$ cat src/rtl/core/i2cm_pkg.sv
// ----------------------------------------------------------------------------
// I2C master sequencer package
// Beat types, operation and event codes, phase codes and defaults.
// ----------------------------------------------------------------------------
package i2cm_pkg;

   localparam int BUF_DEPTH_DEF = 32;

   localparam logic [7:0] ATTEMPT_LIMIT_RST = 8'd10;
   localparam logic [7:0] ADDR_WR_MASK      = 8'hFE;

   localparam int CSR_ADDR_W = 2;
   localparam logic [CSR_ADDR_W-1:0] CSR_ATTEMPT_LIMIT = 2'd0;

   // commands
   localparam logic [1:0] CMD_BEGIN_WR = 2'd0;
   localparam logic [1:0] CMD_BEGIN_RD = 2'd1;
   localparam logic [1:0] CMD_EVENT    = 2'd2;
   localparam logic [1:0] CMD_LOAD     = 2'd3;

   // bus events
   localparam logic [2:0] EV_ADDR_ACK  = 3'd1;
   localparam logic [2:0] EV_ADDR_NACK = 3'd2;
   localparam logic [2:0] EV_DATA_ACK  = 3'd3;
   localparam logic [2:0] EV_ARB_LOST  = 3'd5;

   // bus operations
   localparam logic [2:0] OP_NONE   = 3'd0;
   localparam logic [2:0] OP_START  = 3'd1;
   localparam logic [2:0] OP_ADDR   = 3'd2;
   localparam logic [2:0] OP_DATA   = 3'd3;
   localparam logic [2:0] OP_RXACK  = 3'd4;
   localparam logic [2:0] OP_RXNACK = 3'd5;
   localparam logic [2:0] OP_STOP   = 3'd6;

   // result codes
   localparam logic [1:0] RES_OK        = 2'd0;
   localparam logic [1:0] RES_NO_SLAVE  = 2'd1;
   localparam logic [1:0] RES_EXHAUSTED = 2'd2;

   // phases
   localparam logic [2:0] PH_IDLE  = 3'd0;
   localparam logic [2:0] PH_START = 3'd1;
   localparam logic [2:0] PH_ADDR  = 3'd2;
   localparam logic [2:0] PH_DATA  = 3'd3;
   localparam logic [2:0] PH_RX    = 3'd4;
   localparam logic [2:0] PH_LAST  = 3'd5;

   typedef struct packed {
      logic [1:0] cmd;
      logic [7:0] address;
      logic [5:0] length;
      logic [2:0] event_req;
      logic [7:0] rx_byte;
      logic [4:0] load_index;
      logic [7:0] load_byte;
   } req_type;

   typedef struct packed {
      logic [2:0] bus_op;
      logic [7:0] tx_byte;
      logic       store_valid;
      logic [4:0] store_index;
      logic [7:0] store_byte;
      logic       done_res;
      logic [1:0] result_code;
   } rsp_type;

   // result of one step plus the buffer read it needs
   typedef struct packed {
      rsp_type rsp;
      logic    use_buf;
   } step_type;

endpackage

$ cat src/rtl/core/i2cm_wbuf.sv
// ----------------------------------------------------------------------------
// I2C master write buffer
// One write port, one read port with registered read data.
// ----------------------------------------------------------------------------
module i2cm_wbuf #(
   parameter int DEPTH = i2cm_pkg::BUF_DEPTH_DEF,
   parameter int AW    = 5
) (
   input  logic          clock,
   input  logic          wr_en,
   input  logic [AW-1:0] wr_addr,
   input  logic [7:0]    wr_data,
   input  logic          rd_en,
   input  logic [AW-1:0] rd_addr,
   output logic [7:0]    rd_data
);

   logic [7:0] mem_ff [DEPTH];
   logic [7:0] rd_data_ff;

   always_ff @(posedge clock) begin
      if (wr_en) begin
         mem_ff[wr_addr] <= wr_data;
      end
      if (rd_en) begin
         rd_data_ff <= mem_ff[rd_addr];
      end
   end

   assign rd_data = rd_data_ff;

endmodule

$ cat src/rtl/core/i2cm_ctrl.sv
// ----------------------------------------------------------------------------
// I2C master sequencer control
// Transfer state and next bus operation for one beat.
// ----------------------------------------------------------------------------
module i2cm_ctrl #(
   parameter int BUF_DEPTH = i2cm_pkg::BUF_DEPTH_DEF,
   parameter int AW        = 5
) (
   input  logic                clock,
   input  logic                reset,
   input  logic                adv,
   input  i2cm_pkg::req_type   item,
   input  logic [7:0]          attempt_limit,
   output i2cm_pkg::step_type  step,
   output logic                buf_wr_en,
   output logic [AW-1:0]       buf_wr_addr,
   output logic                buf_rd_en,
   output logic [AW-1:0]       buf_rd_addr
);

   localparam int PW = (AW > 6) ? AW : 6;

   logic [2:0] phase_ff, phase_in;
   logic       is_read_ff, is_read_in;
   logic [7:0] slave_ff, slave_in;
   logic [5:0] xfer_len_ff, xfer_len_in;
   logic [5:0] byte_pos_ff, byte_pos_in;
   logic [7:0] attempts_ff, attempts_in;

   logic          do_retry, do_nread, do_nwrite, fin, fin_stop;
   logic [1:0]    fin_code;
   logic [5:0]    next_pos;
   logic [PW-1:0] pos_ext, li_ext;
   logic          arb;

   assign arb     = (item.event_req == i2cm_pkg::EV_ARB_LOST);
   assign pos_ext = PW'(next_pos);
   assign li_ext  = PW'(item.load_index);

   always_comb begin
      phase_in    = phase_ff;
      is_read_in  = is_read_ff;
      slave_in    = slave_ff;
      xfer_len_in = xfer_len_ff;
      byte_pos_in = byte_pos_ff;
      attempts_in = attempts_ff;
      step        = '0;
      do_retry    = 1'b0;
      do_nread    = 1'b0;
      do_nwrite   = 1'b0;
      fin         = 1'b0;
      fin_stop    = 1'b0;
      fin_code    = i2cm_pkg::RES_OK;
      next_pos    = byte_pos_ff;
      buf_wr_en   = 1'b0;
      buf_rd_en   = 1'b0;

      unique case (item.cmd) inside
         i2cm_pkg::CMD_LOAD: begin
            buf_wr_en = adv && (int'(item.load_index) < BUF_DEPTH);
         end
         i2cm_pkg::CMD_BEGIN_WR, i2cm_pkg::CMD_BEGIN_RD: begin
            if (phase_ff == i2cm_pkg::PH_IDLE) begin
               is_read_in  = item.cmd[0];
               slave_in    = item.cmd[0] ? (item.address | 8'h01)
                                         : (item.address & i2cm_pkg::ADDR_WR_MASK);
               xfer_len_in = (int'(item.length) > BUF_DEPTH) ? 6'(BUF_DEPTH)
                                                             : item.length;
               byte_pos_in = '0;
               if (attempt_limit == '0) begin
                  attempts_in = '0;
                  fin         = 1'b1;
                  fin_code    = i2cm_pkg::RES_EXHAUSTED;
               end else begin
                  attempts_in      = attempt_limit - 8'd1;
                  phase_in         = i2cm_pkg::PH_START;
                  step.rsp.bus_op  = i2cm_pkg::OP_START;
               end
            end
         end
         default: begin
            unique case (phase_ff)
               i2cm_pkg::PH_START: begin
                  phase_in         = i2cm_pkg::PH_ADDR;
                  step.rsp.bus_op  = i2cm_pkg::OP_ADDR;
                  step.rsp.tx_byte = slave_ff;
               end
               i2cm_pkg::PH_ADDR: begin
                  if (item.event_req == i2cm_pkg::EV_ADDR_NACK) begin
                     fin      = 1'b1;
                     fin_stop = 1'b1;
                     fin_code = i2cm_pkg::RES_NO_SLAVE;
                  end else if (item.event_req != i2cm_pkg::EV_ADDR_ACK) begin
                     do_retry = 1'b1;
                  end else begin
                     do_nread  = is_read_ff;
                     do_nwrite = !is_read_ff;
                  end
               end
               i2cm_pkg::PH_DATA: begin
                  if (item.event_req == i2cm_pkg::EV_DATA_ACK) begin
                     next_pos    = byte_pos_ff + 6'd1;
                     byte_pos_in = next_pos;
                     do_nwrite   = 1'b1;
                  end else begin
                     do_retry = 1'b1;
                  end
               end
               i2cm_pkg::PH_RX: begin
                  step.rsp.store_valid = 1'b1;
                  step.rsp.store_index = byte_pos_ff[4:0];
                  step.rsp.store_byte  = item.rx_byte;
                  if (item.event_req == i2cm_pkg::EV_DATA_ACK) begin
                     next_pos    = byte_pos_ff + 6'd1;
                     byte_pos_in = next_pos;
                     do_nread    = 1'b1;
                  end else begin
                     do_retry = 1'b1;
                  end
               end
               i2cm_pkg::PH_LAST: begin
                  step.rsp.store_valid = 1'b1;
                  step.rsp.store_index = byte_pos_ff[4:0];
                  step.rsp.store_byte  = item.rx_byte;
                  fin      = 1'b1;
                  fin_stop = !arb;
               end
               default: begin
               end
            endcase
         end
      endcase

      if (do_retry) begin
         if (attempts_ff == '0) begin
            fin      = 1'b1;
            fin_stop = !arb;
            fin_code = i2cm_pkg::RES_EXHAUSTED;
         end else begin
            attempts_in     = attempts_ff - 8'd1;
            byte_pos_in     = '0;
            phase_in        = i2cm_pkg::PH_START;
            step.rsp.bus_op = i2cm_pkg::OP_START;
         end
      end

      if (do_nread) begin
         if ({1'b0, xfer_len_ff} > ({1'b0, next_pos} + 7'd1)) begin
            phase_in        = i2cm_pkg::PH_RX;
            step.rsp.bus_op = i2cm_pkg::OP_RXACK;
         end else begin
            phase_in        = i2cm_pkg::PH_LAST;
            step.rsp.bus_op = i2cm_pkg::OP_RXNACK;
         end
      end

      if (do_nwrite) begin
         if ((next_pos < xfer_len_ff) && (int'(next_pos) < BUF_DEPTH)) begin
            phase_in        = i2cm_pkg::PH_DATA;
            step.rsp.bus_op = i2cm_pkg::OP_DATA;
            step.use_buf    = 1'b1;
            buf_rd_en       = adv;
         end else begin
            fin      = 1'b1;
            fin_stop = 1'b1;
         end
      end

      if (fin) begin
         phase_in             = i2cm_pkg::PH_IDLE;
         step.rsp.bus_op      = fin_stop ? i2cm_pkg::OP_STOP : i2cm_pkg::OP_NONE;
         step.rsp.done_res    = 1'b1;
         step.rsp.result_code = fin_code;
      end
   end

   assign buf_wr_addr = li_ext[AW-1:0];
   assign buf_rd_addr = pos_ext[AW-1:0];

   always_ff @(posedge clock) begin
      if (reset) begin
         phase_ff    <= i2cm_pkg::PH_IDLE;
         is_read_ff  <= 1'b0;
         slave_ff    <= '0;
         xfer_len_ff <= '0;
         byte_pos_ff <= '0;
         attempts_ff <= '0;
      end else if (adv) begin
         phase_ff    <= phase_in;
         is_read_ff  <= is_read_in;
         slave_ff    <= slave_in;
         xfer_len_ff <= xfer_len_in;
         byte_pos_ff <= byte_pos_in;
         attempts_ff <= attempts_in;
      end
   end

endmodule

$ cat src/rtl/core/i2c_master_transaction_sequencer.sv
// ----------------------------------------------------------------------------
// I2C master transaction sequencer
// Turns requests, buffer loads and bus events into the next bus operation.
//
//   channel | ports           | beat
//   --------+-----------------+------------------------------------------
//   req     | req_valid/ready | command, address, length, event, rx/load
//   rsp     | rsp_valid/ready | bus op, tx byte, store, done and result
//   csr     | psel .. pready  | attempt_limit at byte address 0
//
// One beat per cycle sustained while the result side takes beats; each beat
// passes through the input register and then the result register.
// The write buffer read is registered alongside the result register.
// Reset clears the transfer state and valid flags; buffer contents are kept.
// A stalled result holds in place; the input register drains into it as
// soon as it is taken, so req_ready only drops while both stages are full.
// ----------------------------------------------------------------------------
module i2c_master_transaction_sequencer #(
   parameter int BUF_DEPTH = i2cm_pkg::BUF_DEPTH_DEF
) (
   input  logic                            clock,
   input  logic                            reset,
   input  logic                            req_valid,
   output logic                            req_ready,
   input  i2cm_pkg::req_type               req_data,
   output logic                            rsp_valid,
   input  logic                            rsp_ready,
   output i2cm_pkg::rsp_type               rsp_data,
   input  logic                            psel,
   input  logic                            penable,
   input  logic                            pwrite,
   input  logic [i2cm_pkg::CSR_ADDR_W-1:0] paddr,
   input  logic [31:0]                     pwdata,
   output logic [31:0]                     prdata,
   output logic                            pready
);

   localparam int AW = (BUF_DEPTH > 1) ? $clog2(BUF_DEPTH) : 1;

   logic              in_valid_ff;
   i2cm_pkg::req_type in_ff;
   logic              rsp_valid_ff;
   i2cm_pkg::rsp_type rsp_ff;
   logic              use_buf_ff;
   logic [7:0]        limit_ff;

   logic               adv;
   i2cm_pkg::step_type step;
   logic               buf_wr_en, buf_rd_en;
   logic [AW-1:0]      buf_wr_addr, buf_rd_addr;
   logic [7:0]         buf_rd_data;

   assign adv       = in_valid_ff && (!rsp_valid_ff || rsp_ready);
   assign req_ready = !in_valid_ff || adv;

   // register port
   assign pready = 1'b1;
   assign prdata = (paddr == i2cm_pkg::CSR_ATTEMPT_LIMIT) ? {24'd0, limit_ff} : '0;

   always_ff @(posedge clock) begin
      if (reset) begin
         limit_ff <= i2cm_pkg::ATTEMPT_LIMIT_RST;
      end else if (psel && penable && pwrite && pready &&
                   (paddr == i2cm_pkg::CSR_ATTEMPT_LIMIT)) begin
         limit_ff <= pwdata[7:0];
      end
   end

   // input register
   always_ff @(posedge clock) begin
      if (reset) begin
         in_valid_ff <= 1'b0;
      end else if (req_ready) begin
         in_valid_ff <= req_valid;
      end
      if (req_valid && req_ready) begin
         in_ff <= req_data;
      end
   end

   i2cm_ctrl #(
      .BUF_DEPTH (BUF_DEPTH),
      .AW        (AW)
   ) u_ctrl (
      .clock         (clock),
      .reset         (reset),
      .adv           (adv),
      .item          (in_ff),
      .attempt_limit (limit_ff),
      .step          (step),
      .buf_wr_en     (buf_wr_en),
      .buf_wr_addr   (buf_wr_addr),
      .buf_rd_en     (buf_rd_en),
      .buf_rd_addr   (buf_rd_addr)
   );

   i2cm_wbuf #(
      .DEPTH (BUF_DEPTH),
      .AW    (AW)
   ) u_wbuf (
      .clock   (clock),
      .wr_en   (buf_wr_en),
      .wr_addr (buf_wr_addr),
      .wr_data (in_ff.load_byte),
      .rd_en   (buf_rd_en),
      .rd_addr (buf_rd_addr),
      .rd_data (buf_rd_data)
   );

   // result register
   always_ff @(posedge clock) begin
      if (reset) begin
         rsp_valid_ff <= 1'b0;
      end else if (adv) begin
         rsp_valid_ff <= 1'b1;
      end else if (rsp_ready) begin
         rsp_valid_ff <= 1'b0;
      end
      if (adv) begin
         rsp_ff     <= step.rsp;
         use_buf_ff <= step.use_buf;
      end
   end

   always_comb begin
      rsp_data = rsp_ff;
      if (use_buf_ff) begin
         rsp_data.tx_byte = buf_rd_data;
      end
   end

   assign rsp_valid = rsp_valid_ff;

endmodule

$ cat config.mk
export PLATFORM = sky130hd
export DESIGN_NAME = i2c_master_transaction_sequencer
export DESIGN_NICKNAME = d
export VERILOG_FILES = /design/src/rtl/core/i2cm_pkg.sv /design/src/rtl/core/i2cm_wbuf.sv /design/src/rtl/core/i2cm_ctrl.sv /design/src/rtl/core/i2c_master_transaction_sequencer.sv
export SDC_FILE = /design/constraint.sdc
export NUM_CORES = 1
export LEC_CHECK = 0
export BUFFER_PORTS_ARGS = -buffer_cell sky130_fd_sc_hd__buf_2
export CORE_ASPECT_RATIO = 1.4
export CORE_UTILIZATION = 45
export DETAILED_ROUTE_END_ITERATION = 12
export GPL_TIMING_DRIVEN = 0
export SLEW_MARGIN = 10
export SYNTH_ARGS = -nofsm -noshare
export SYNTH_HDL_FRONTEND = slang
export SYNTH_SLANG_ARGS = --single-unit
$ cat constraint.sdc
create_clock -name clock -period 3.9 [get_ports clock]
set_input_delay 0.78 -clock clock [delete_from_list [all_inputs] [get_ports clock]]
set_output_delay 0.78 -clock clock [all_outputs]
set_load 0.1 [all_outputs]
==> results.toml, run 1 <==
[outcome]
outcome = "completed"

[global_routing]
antenna_found_initial = 0
grtUsageMet1 = 0.2465
grt_pass1_wl_um = 59680
grt_use_met2 = 0.3974
gr-total-overflow = 0
grt_pass1_vias = 10210
track_usage = 0.2159
top_usage_layer = "met2"
use_met3 = 0.02994
grt_start_max_net_pins = 33

[worst_setup_path]
worstPathCellList = "inv_2, ha_1, buf_4, and4b_1, buf_6, nand4b_1, nand3_4, inv_4, buf_12, nor2_4, nand2_1, xor2_1, ha_1, nand3_1, o21bai_1, a21oi_2, o221ai_2, o41ai_2, o22ai_1"
path_max_fanout = 19
crit_path_max_incr_delay_ns = 0.42
reg2regPathDepth = 19
crit_slowest_cell = "edfxtp_1"
endpoint_kind = "flop"
rrSetupSlack_ns = 0.18
cp.arrival_ns = 4.11
crit_end = "u_ctrl.phase_ff[0]$_SDFFE_PP0P_"
cp-startpoint = "in_ff[38]$_DFFE_PP_"
required_ns = 4.28
timing.rr.start = "in_ff[38]$_DFFE_PP_"
worstSetupPathType = "reg -> reg"
start_kind = "flop"
cpMostUsedCell = "ha_1"
r2r-end = "u_ctrl.phase_ff[0]$_SDFFE_PP0P_"

[logic_synthesis]
ys_seq_elements = 373
yosysTopAreaCell = "edfxtp_1"
syn_area_per_cell_um2 = 13.47
yosys_warnings = 0
synth_area_leaders = "edfxtp_1 61%, mux2i_1 5.8%, dfxtp_1 5.0%"
async_flop_share = 0
yosysSeqAreaShare = 0.6555
synth_top_area_share = 0.6056
synthDistinctLibCells = 87
synth_cells = 1222
synthFlopType = "edfxtp_1"
synth_edf_count = 332
syn_area_um2 = 16460

[layout]
fill_cells = 3070
synthToLayoutAreaGrowth_pct = 16.55
fin_area_um2 = 19190
drive_above_1_share = 0.2169
fin_util = 0.5343
diodes = 0
fin_nets = 1493

[detailed_routing]
drtIter0Drc = 767
via_per_inst = 5.485
wirelength_um = 39870
vias = 10320
drtAntennaViolNets = 0
route.detailed.drc = 0
dr.pass1.iters = 5
wl_per_cell_um = 21.18

[pwr]
clock_power_share = 0.425
intPower_mw = 6.675
pwr-share-comb = 0.058
power_frac_seq = 0.517
p_sw_mw = 1.937
peakVddDrop_uv = 326.1
leakage_nw = 7.114
swShare = 0.2249
power_density_nw_per_um2 = 448.8

[clocking]
ctsLongestPathBuffers = 3
root_buffer = "clkbuf_16"
numCtsBuffers = 38
clock_latency_ns = 0.54
htree_levels = 2
tritoncts = "done"
cts.sinks = 373
postCtsHoldBufs = 0
clk_pin_slew_ns = 0.06

[placed_design]
gp_congestion = 0.8933
dp_hpwl_um = 27820
dp_slack_ns = -0.4230
portBuffers = 92
dpl_cell_area_um2 = 17680

[timing]
slew-limit-headroom = 0.1821
slew_viol_final = 0
rsz0062_at_grt = "false"
skew_ns = 0.01904
tightestPinTransition_ns = 1.227
hold_viol_final = 0
setup_violations = 0
min_period_over_period = 0.9551
max_freq_mhz = 268.5
final.setup.worst_slack_ns = 0.1752
final.min_clock_period_ns = 3.725
finalHoldWorstSlack_ns = 0.4138

[die]
coreArea_um2 = 35910
num_rows = 82
die_w_um = 163.7
start_util = 0.4584
die_h_um = 228.3
ios = 144
die_area_um2 = 37360

[flow_run]
cap_violations = 0

[hold_path]
hold_class = "in -> reg"
## area by class of cell
| cell class | instances | area, um^2 | share of cell area |
|---|---|---|---|
| inverters | 26 | 100.1 | 0.005217 |
| clock buffers | 47 | 1026 | 0.05347 |
| well taps | 462 | 578.1 | 0.03013 |
| plain buffers | 99 | 680.7 | 0.03547 |
| flip-flops and latches | 373 | 10790 | 0.5624 |
| clock inverters | 21 | 217.7 | 0.01135 |
| multi-input cells | 744 | 5066 | 0.2640 |
| repair buffers | 110 | 728.2 | 0.03795 |
## critical path, delay by kind of cell (launching register included)
kind	cells	cell delay [ns]
AO/OA/AOI/OAI	5	0.96
XOR/XNOR	1	0.15
adder cells (fa/ha/maj)	2	0.46
buffers and inverters	5	0.62
flip-flops	1	0.42
AND/OR/NAND/NOR	6	0.95
## what timing repair did
action / CTS / global route
cloned: 0 / 0
setup buffers: 4 / 6
pin swaps: 4 / 4
resized for setup: 15 / 13
setup endpoints to repair: 13 / 12
## layer usage
metal | vias up | wire length (um)
met2 | 308 | 21660
met1 | 5083 | 14880
li1 | 4848 | -
met4 | 0 | 1539
met5 | - | 0
met3 | 83 | 1797
## Yosys cell counts, types with 3 or more instances
cell type	count
ha_1	20
a22oi_1	4
mux2_2	9
buf_4	52
nor2b_1	8
edfxtp_1	332
o221ai_1	16
nand2b_1	9
xor2_1	5
o22ai_1	19
xnor2_1	6
buf_2	20
o21ai_1	3
and2_1	32
a221oi_1	4
mux2i_1	95
o211ai_1	3
or3_1	6
a21oi_1	40
clkbuf_1	20
a211oi_1	5
o21a_1	4
inv_2	3
nand3b_1	11
nor3_1	10
a2111oi_0	3
a32oi_1	18
a21o_1	4
nor2_1	76
buf_6	7
nand4b_1	4
dfxtp_1	41
mux4_2	8
or2_2	3
nand3_1	46
nand2_1	153
nand4_1	19
a211o_1	5
o21ai_0	11
inv_1	23
## power groups by stage
| stage | sequential (mW) | combinational (mW) | clock [mW] |
|---|---|---|---|
| after floorplan | 4.52 | 0.360 | 0 |
| after global placement | 4.56 | 0.449 | 0 |
| after detailed placement | 4.56 | 0.470 | 0 |
| after CTS | 4.47 | 0.476 | 3.71 |
| after global routing | 4.46 | 0.530 | 3.87 |
| final | 4.45 | 0.502 | 3.66 |
## sequential cells by signal, summed over array words and instances, names as in the netlist
| signal | flops |
|---|---|
| u_ctrl.byte_pos_ff | 6 |
| use_buf_ff | 1 |
| rsp_ff | 8 |
| u_ctrl.xfer_len_ff | 6 |
| u_ctrl.slave_ff | 8 |
| u_ctrl.attempts_ff | 8 |
| rsp_valid | 1 |
| u_ctrl.phase_ff | 3 |
| in_valid_ff | 1 |
| u_wbuf.rd_data | 8 |
| u_wbuf.mem_ff | 256 |
| in_ff | 39 |
| limit_ff | 8 |
| rsp_data | 20 |
## cell usage in the layout, fill, tap and decap left out, types with 22 or more instances in the layout
cell,Yosys,layout
clkbuf_1,20,25
nand3_1,46,46
dfxtp_1,41,41
inv_1,23,22
buf_4,52,61
conb_1,2,25
mux2i_1,95,95
edfxtp_1,332,332
buf_2,20,108
nor2_1,76,74
a21oi_1,40,38
and2_1,32,30
clkbuf_16,0,39
nand2_1,153,153
## worst min path at each step
stage                                               start                         endpoint  slack (ns)  depth (start not counted)
final                                         req_data[3]               in_ff[3]$_DFFE_PP_        0.41                          1
after global routing                          req_data[3]               in_ff[3]$_DFFE_PP_        0.39                          1
after CTS                                     req_data[3]               in_ff[3]$_DFFE_PP_        0.40                          1
after detailed placement  u_ctrl.slave_ff[4]$_SDFFE_PP0P_  u_ctrl.slave_ff[4]$_SDFFE_PP0P_        0.44                          2
after global placement    u_ctrl.slave_ff[2]$_SDFFE_PP0P_  u_ctrl.slave_ff[2]$_SDFFE_PP0P_        0.44                          2
after floorplan           u_ctrl.slave_ff[1]$_SDFFE_PP0P_  u_ctrl.slave_ff[1]$_SDFFE_PP0P_        0.43                          2
## logic make-up (layout without fill, tap and decap cells)
| kind of cell | Yosys count | after routing | share of synthesized area |
|---|---|---|---|
| AO/OA/AOI/OAI | 164 | 164 | 0.07312 |
| XOR/XNOR | 14 | 14 | 0.008817 |
| adder cells (fa/ha/maj) | 20 | 20 | 0.01520 |
| buffers and inverters | 128 | 303 | 0.04644 |
| flip-flops | 373 | 373 | 0.6555 |
| multiplexers | 113 | 113 | 0.07623 |
| other | 2 | 25 | 0.0004562 |
| AND/OR/NAND/NOR | 408 | 408 | 0.1243 |
## per-stage QoR
stage	cells	TNS (ns)	power, mW
3_3_place_gp	1799	-264.64	5.010
3_5_place_dp	1803	-3.596	5.025
6_report	1882	0	8.612
5_1_grt	1882	0	8.858
4_1_cts	1873	0	8.659
2_1_floorplan	1245	0	4.884
Power figures use the tool's default switching activity.
==> run 2: changes to the inputs <==
--- a/config.mk
+++ b/config.mk
@@ -5,12 +5,13 @@
 export SDC_FILE = /design/constraint.sdc
 export NUM_CORES = 1
 export LEC_CHECK = 0
-export BUFFER_PORTS_ARGS = -buffer_cell sky130_fd_sc_hd__buf_2
 export CORE_ASPECT_RATIO = 1.4
 export CORE_UTILIZATION = 45
 export DETAILED_ROUTE_END_ITERATION = 12
+export DONT_BUFFER_PORTS = 1
 export GPL_TIMING_DRIVEN = 0
 export SLEW_MARGIN = 10
 export SYNTH_ARGS = -nofsm -noshare
 export SYNTH_HDL_FRONTEND = slang
+export SYNTH_HIERARCHICAL = 1
 export SYNTH_SLANG_ARGS = --single-unit
==> run 2 against run 1 <==
  * Register-to-register slack got worse by 0.07 ns
  * Critical endpoint is now u_wbuf/rd_data[2]$_DFFE_PP_
  * Core utilization decreased by 0.72 points
  * Sequential power about the same
  * Via count decreased by 20%
  * Setup slack got worse by 0.069 ns
  * Sequential share of layout area increased by 3.6 points
  * Combinational power decreased by 7.6%
  * Non-clock buffer count decreased by 105
  * Maximum frequency decreased by 1.8%
  * Cell count decreased by 20%
==> results.toml, run 2 <==
[logic_synthesis]
synth_cells = 945
yosys_warnings = 6
syn_area_um2 = 15750
syn_area_per_cell_um2 = 16.67

[detailed_routing]
top_layer = "met4"
wl_met2_um = 18700
vias = 8219
wirelength_um = 33870
drtIter0Drc = 634
route.met3.wl_um = 1311
via_per_inst = 5.472
wl_per_cell_um = 22.55
met1_length_um = 12450
dr.pass1.iters = 5
route.detailed.drc = 0
drtAntennaViolNets = 0

[clocking]
tritoncts = "done"
numCtsBuffers = 38
cts.sinks = 373
postCtsHoldBufs = 0
htree_levels = 2
root_buffer = "clkbuf_16"
clock_latency_ns = 0.54
ctsLongestPathBuffers = 3
clk_pin_slew_ns = 0.06

[layout]
largest_reg_flops = 256
fill_cells = 2784
fin_util = 0.5271
diodes = 0
fin_cells = 1502
seqCellArea_um2 = 10800
multi_input_area_um2 = 4639
final_cell_mix = "332 x edfxtp_1, 80 x mux4_2, 69 x buf_4"
fin_nets = 1119
synthToLayoutAreaGrowth_pct = 14.58
largest-register = "u_wbuf/mem_ff"
drive_above_1_share = 0.2845
final_common_cell = "edfxtp_1"

[placed_design]
dp_hpwl_um = 23050
gp_congestion = 0.8638
dp_slack_ns = -1.070
dp.cells = 1420
portBuffers = 0

[timing]
rsz0062_at_grt = "true"
hold_viol_final = 0
final.setup.worst_slack_ns = 0.1060
final.setup.tns_ns = 0
tightestPinTransition_ns = 1.227
slew_viol_final = 0
setup_violations = 0
min_period_over_period = 0.9728
slew-limit-headroom = 0.1756
max_freq_mhz = 263.6
skew_ns = 0.01861
final.min_clock_period_ns = 3.794

[flow_run]
cap_violations = 0

[pwr]
power_frac_seq = 0.525
clock_power_share = 0.421
pwr-share-comb = 0.054
leakage_nw = 5.772
total_power_mw = 8.527
p_sw_mw = 1.924
intPower_mw = 6.603
power_density_nw_per_um2 = 472.5
swShare = 0.2256
peakVddDrop_uv = 322.3

[die]
ios = 144
num_rows = 80
coreArea_um2 = 34230
start_util = 0.4601
die_w_um = 160.1
die_h_um = 223.4
die_area_um2 = 35760

[worst_setup_path]
worstSetupPathType = "reg -> reg"
cp.arrival_ns = 4.08
start_kind = "flop"
endpoint_kind = "flop"
required_ns = 4.18
path_max_fanout = 10

[global_routing]
track_usage = 0.1946
grt_pass1_vias = 8629
grt_start_max_net_pins = 33
grt_pass1_wl_um = 51210
antenna_found_initial = 0
gr-total-overflow = 0

[hold_path]
hold_class = "in -> reg"

[outcome]
outcome = "completed"
==> run 2: area by class of cell <==
cell class | count | area share
Buffer | 90 | 0.03356
Clock buffer | 49 | 0.05554
Clock inverter | 21 | 0.01276
Inverter | 18 | 0.003744
Multi-Input combinational cell | 486 | 0.2571
Sequential cell | 373 | 0.5983
Tap cell | 451 | 0.03127
Timing Repair Buffer | 14 | 0.007697
==> run 2: metrics by stage <==
step                hold slack, ns  cell area [um^2]
global placement            0.4433             16410
detailed placement          0.4459             16440
CTS                         0.3126             17850
global route                0.3138             18040
floorplan                   0.4317             15840
finish                      0.3324             18040
==> run 2: timing repair <==
action / 4_1_cts / 5_1_grt
buffers inserted: 4 / 8
gates resized for setup: 52 / 28
endpoints found under the setup margin: 278 / 213
cloned: 1 / 0
pin swaps: 4 / 5
==> run 2: routing by layer <==
| metal | vias to the layer above | GRT usage |
|---|---|---|
| li1 | 3754 | - |
| met1 | 4161 | 0.2161 |
| met2 | 229 | 0.3621 |
| met3 | 75 | 0.02993 |
| met4 | 0 | 0.09124 |
| met5 | - | 0 |
==> run 2: power by group through the flow <==
stage	Combinational (mW)	Clock, mW	Sequential, mW
6_report	0.464	3.59	4.47
5_1_grt	0.487	3.81	4.48
4_1_cts	0.453	3.68	4.48
3_5_place_dp	0.443	0	4.57
3_3_place_gp	0.438	0	4.56
2_1_floorplan	0.376	0	4.53
==> run 2: path summary, 6_finish.rpt <==
path                              startpoint                         endpoint  slack, ns  cells past startpoint
min                              req_data[4]               in_ff[4]$_DFFE_PP_       0.33                      0
max          u_ctrl/phase_ff[2]$_SDFFE_PP0P_      u_wbuf/rd_data[2]$_DFFE_PP_       0.11                      9
max reg2reg  u_ctrl/phase_ff[2]$_SDFFE_PP0P_      u_wbuf/rd_data[2]$_DFFE_PP_       0.11                      9
min reg2reg  u_ctrl/slave_ff[2]$_SDFFE_PP0P_  u_ctrl/slave_ff[2]$_SDFFE_PP0P_       0.46                      2
==> run 2: critical path, stage by stage, from the launching register on <==
cell and delay [ns]:
dfxtp_4 0.39, or3b_4 0.39, buf_6 0.15, a2111oi_4 0.46
xor2_2 0.32, clkbuf_4 0.32, clkbuf_4 0.28, mux4_2 0.38
mux4_2 0.54, mux2_2 0.30
==> run 3: changes to the inputs <==
--- a/config.mk
+++ b/config.mk
@@ -6,10 +6,13 @@
 export NUM_CORES = 1
 export LEC_CHECK = 0
 export CORE_ASPECT_RATIO = 1.4
+export CORE_MARGIN = 1
 export CORE_UTILIZATION = 45
 export DETAILED_ROUTE_END_ITERATION = 12
 export DONT_BUFFER_PORTS = 1
 export GPL_TIMING_DRIVEN = 0
+export PLACE_DENSITY = 0.63
+export SKIP_CTS_REPAIR_TIMING = 1
 export SLEW_MARGIN = 10
 export SYNTH_ARGS = -nofsm -noshare
 export SYNTH_HDL_FRONTEND = slang
==> run 3 against run 2 <==
  * Global-route usage down 1.2 points
  * Cell count decreased by 0.33%
  * Core utilization shrank 0.59 points
  * Sequential power barely moved
  * Cell area is 1.1% lower
  * Clock power is 5.6% lower
  * Critical path depth is 5 higher
  * Hold slack better by 0.0095 ns
  * Clock-buffer cell count decreased by 4
  * Maximum frequency rose by 1.1%
  * Non-clock buffer count down 2
==> results.toml, run 3 (same netlist as run 2, synthesis figures left out) <==
[outcome]
outcome = "completed"

[worst_setup_path]
cpMostUsedCell = "ha_1"
worstPathCellList = "or3b_1, buf_6, a211oi_4, mux2_4, ha_1, and3_1, xnor2_1, ha_1, and3_4, o21ai_0, a21boi_2, o221ai_1, a311o_1, a31o_1"
crit_family = "compound AO/OA/AOI/OAI gates"
start_kind = "flop"
cp.arrival_ns = 4.17
worst-path-buf-inv = 1
required_ns = 4.32
endpoint_kind = "flop"
crit_path_max_incr_delay_ns = 0.40
path_max_fanout = 9
worstSetupPathType = "reg -> reg"
crit_slowest_cell = "or3b_1"

[global_routing]
gr-total-overflow = 0
grt_pass1_wl_um = 48400
antenna_found_initial = 1
grt_pass1_vias = 7994
grt_start_max_net_pins = 34
track_usage = 0.1824

[clocking]
htree_levels = 2
ctsLongestPathBuffers = 3
clock_latency_ns = 0.53
cts.sinks = 373
clk_pin_slew_ns = 0.06
root_buffer = "clkbuf_16"
numCtsBuffers = 37
tritoncts = "done"

[layout]
final_cell_mix = "332 x edfxtp_1, 80 x mux4_2, 70 x buf_4"
largest_reg_flops = 256
drive_above_1_share = 0.2744
synthToLayoutAreaGrowth_pct = 13.30
diodes = 0
fin_nets = 1116
final_common_cell = "edfxtp_1"
largest-register = "u_wbuf/mem_ff"

[detailed_routing]
drtAntennaViolNets = 0
drtIter0Drc = 511
dr.pass1.iters = 4
vias = 8152
wirelength_um = 32360
route.detailed.drc = 0
wl_per_cell_um = 21.61
via_per_inst = 5.446

[pwr]
swShare = 0.2221
power_density_nw_per_um2 = 466.2
clock_power_share = 0.408
pwr-share-comb = 0.054
peakVddDrop_uv = 333.0
intPower_mw = 6.471
power_frac_seq = 0.538
p_sw_mw = 1.847
total_power_mw = 8.318
leakage_nw = 5.724

[placed_design]
portBuffers = 0
dp_hpwl_um = 22570
dp_slack_ns = -1.105
gp_congestion = 0.9097

[timing]
setup_violations = 0
final.setup.worst_slack_ns = 0.1477
max_freq_mhz = 266.5
final.min_clock_period_ns = 3.752
skew_ns = 0.01879
tightestPinTransition_ns = 1.167
slew-limit-headroom = 0.2148
slew_viol_final = 0
hold_viol_final = 0
min_period_over_period = 0.9621

[die]
start_util = 0.4601
die_w_um = 160.1
ios = 144
die_h_um = 223.4
die_area_um2 = 35760
coreArea_um2 = 34230
num_rows = 80

[hold_path]
hold_class = "in -> reg"

[flow_run]
cap_violations = 0
[run 3: changes by cell type in the layout (fill, tap and decap cells not counted), moves of 2 or more]
cell / previous run / this run
clkbuf_16: 39 / 37
clkbuf_1: 26 / 23
clkinv_1: 5 / 8
clkbuf_4: 6 / 3
clkinv_2: 5 / 7
nor2_2: 11 / 17
nor2_4: 15 / 8
[run 3: metal layers]
layer	share of wire	GRT usage	up-vias	wire (um)
li1	-	-	3739	-
met1	0.37	0.2073	4123	12000
met2	0.56	0.3439	238	18050
met3	0.046	0.03012	50	1478
met4	0.025	0.06083	2	806
met5	0.00056	0	-	18
[run 3: through the flow]
stage | TNS [ns] | cells | area [um^2] | util | hold slack (ns)
after floorplan | 0 | 968 | 15840 | - | 0.4317
after global placement | -211.70 | 1419 | 16410 | 0.4793 | 0.4369
after detailed placement | -195.88 | 1420 | 16440 | 0.4802 | 0.4418
after CTS | -198.75 | 1487 | 17590 | 0.5139 | 0.3209
after global routing | -0.007251 | 1497 | 17840 | 0.5212 | 0.3158
final | 0 | 1497 | 17840 | 0.5212 | 0.3419
[run 3: power by group through the flow]
| stage | registers (mW) | logic (mW) | clock network, mW |
|---|---|---|---|
| after floorplan | 4.53 | 0.376 | 0 |
| after global placement | 4.56 | 0.432 | 0 |
| after detailed placement | 4.56 | 0.437 | 0 |
| after CTS | 4.48 | 0.438 | 3.48 |
| after global routing | 4.48 | 0.474 | 3.63 |
| final | 4.47 | 0.450 | 3.39 |
[run 3: cell type report]
type	count	area, um^2
buffer	90	600.6
clock buffer	45	965.9
clock inverter	22	188.9
fill	2809	16390
inverter	18	67.56
multi-input combinational	486	4557
sequential	373	10800
tap	451	564.3
timing repair buffer	12	102.6
[run 3: final timing paths]
check,start,end,slack (ns),cells after the start
hold reg to reg,u_ctrl/slave_ff[3]$_SDFFE_PP0P_,u_ctrl/slave_ff[3]$_SDFFE_PP0P_,0.45,2
setup reg to reg,u_ctrl/phase_ff[1]$_SDFFE_PP0P_,u_ctrl/phase_ff[0]$_SDFFE_PP0P_,0.15,14
hold / removal,req_data[2],in_ff[2]$_DFFE_PP_,0.34,0
setup / recovery,u_ctrl/phase_ff[1]$_SDFFE_PP0P_,u_ctrl/phase_ff[0]$_SDFFE_PP0P_,0.15,14
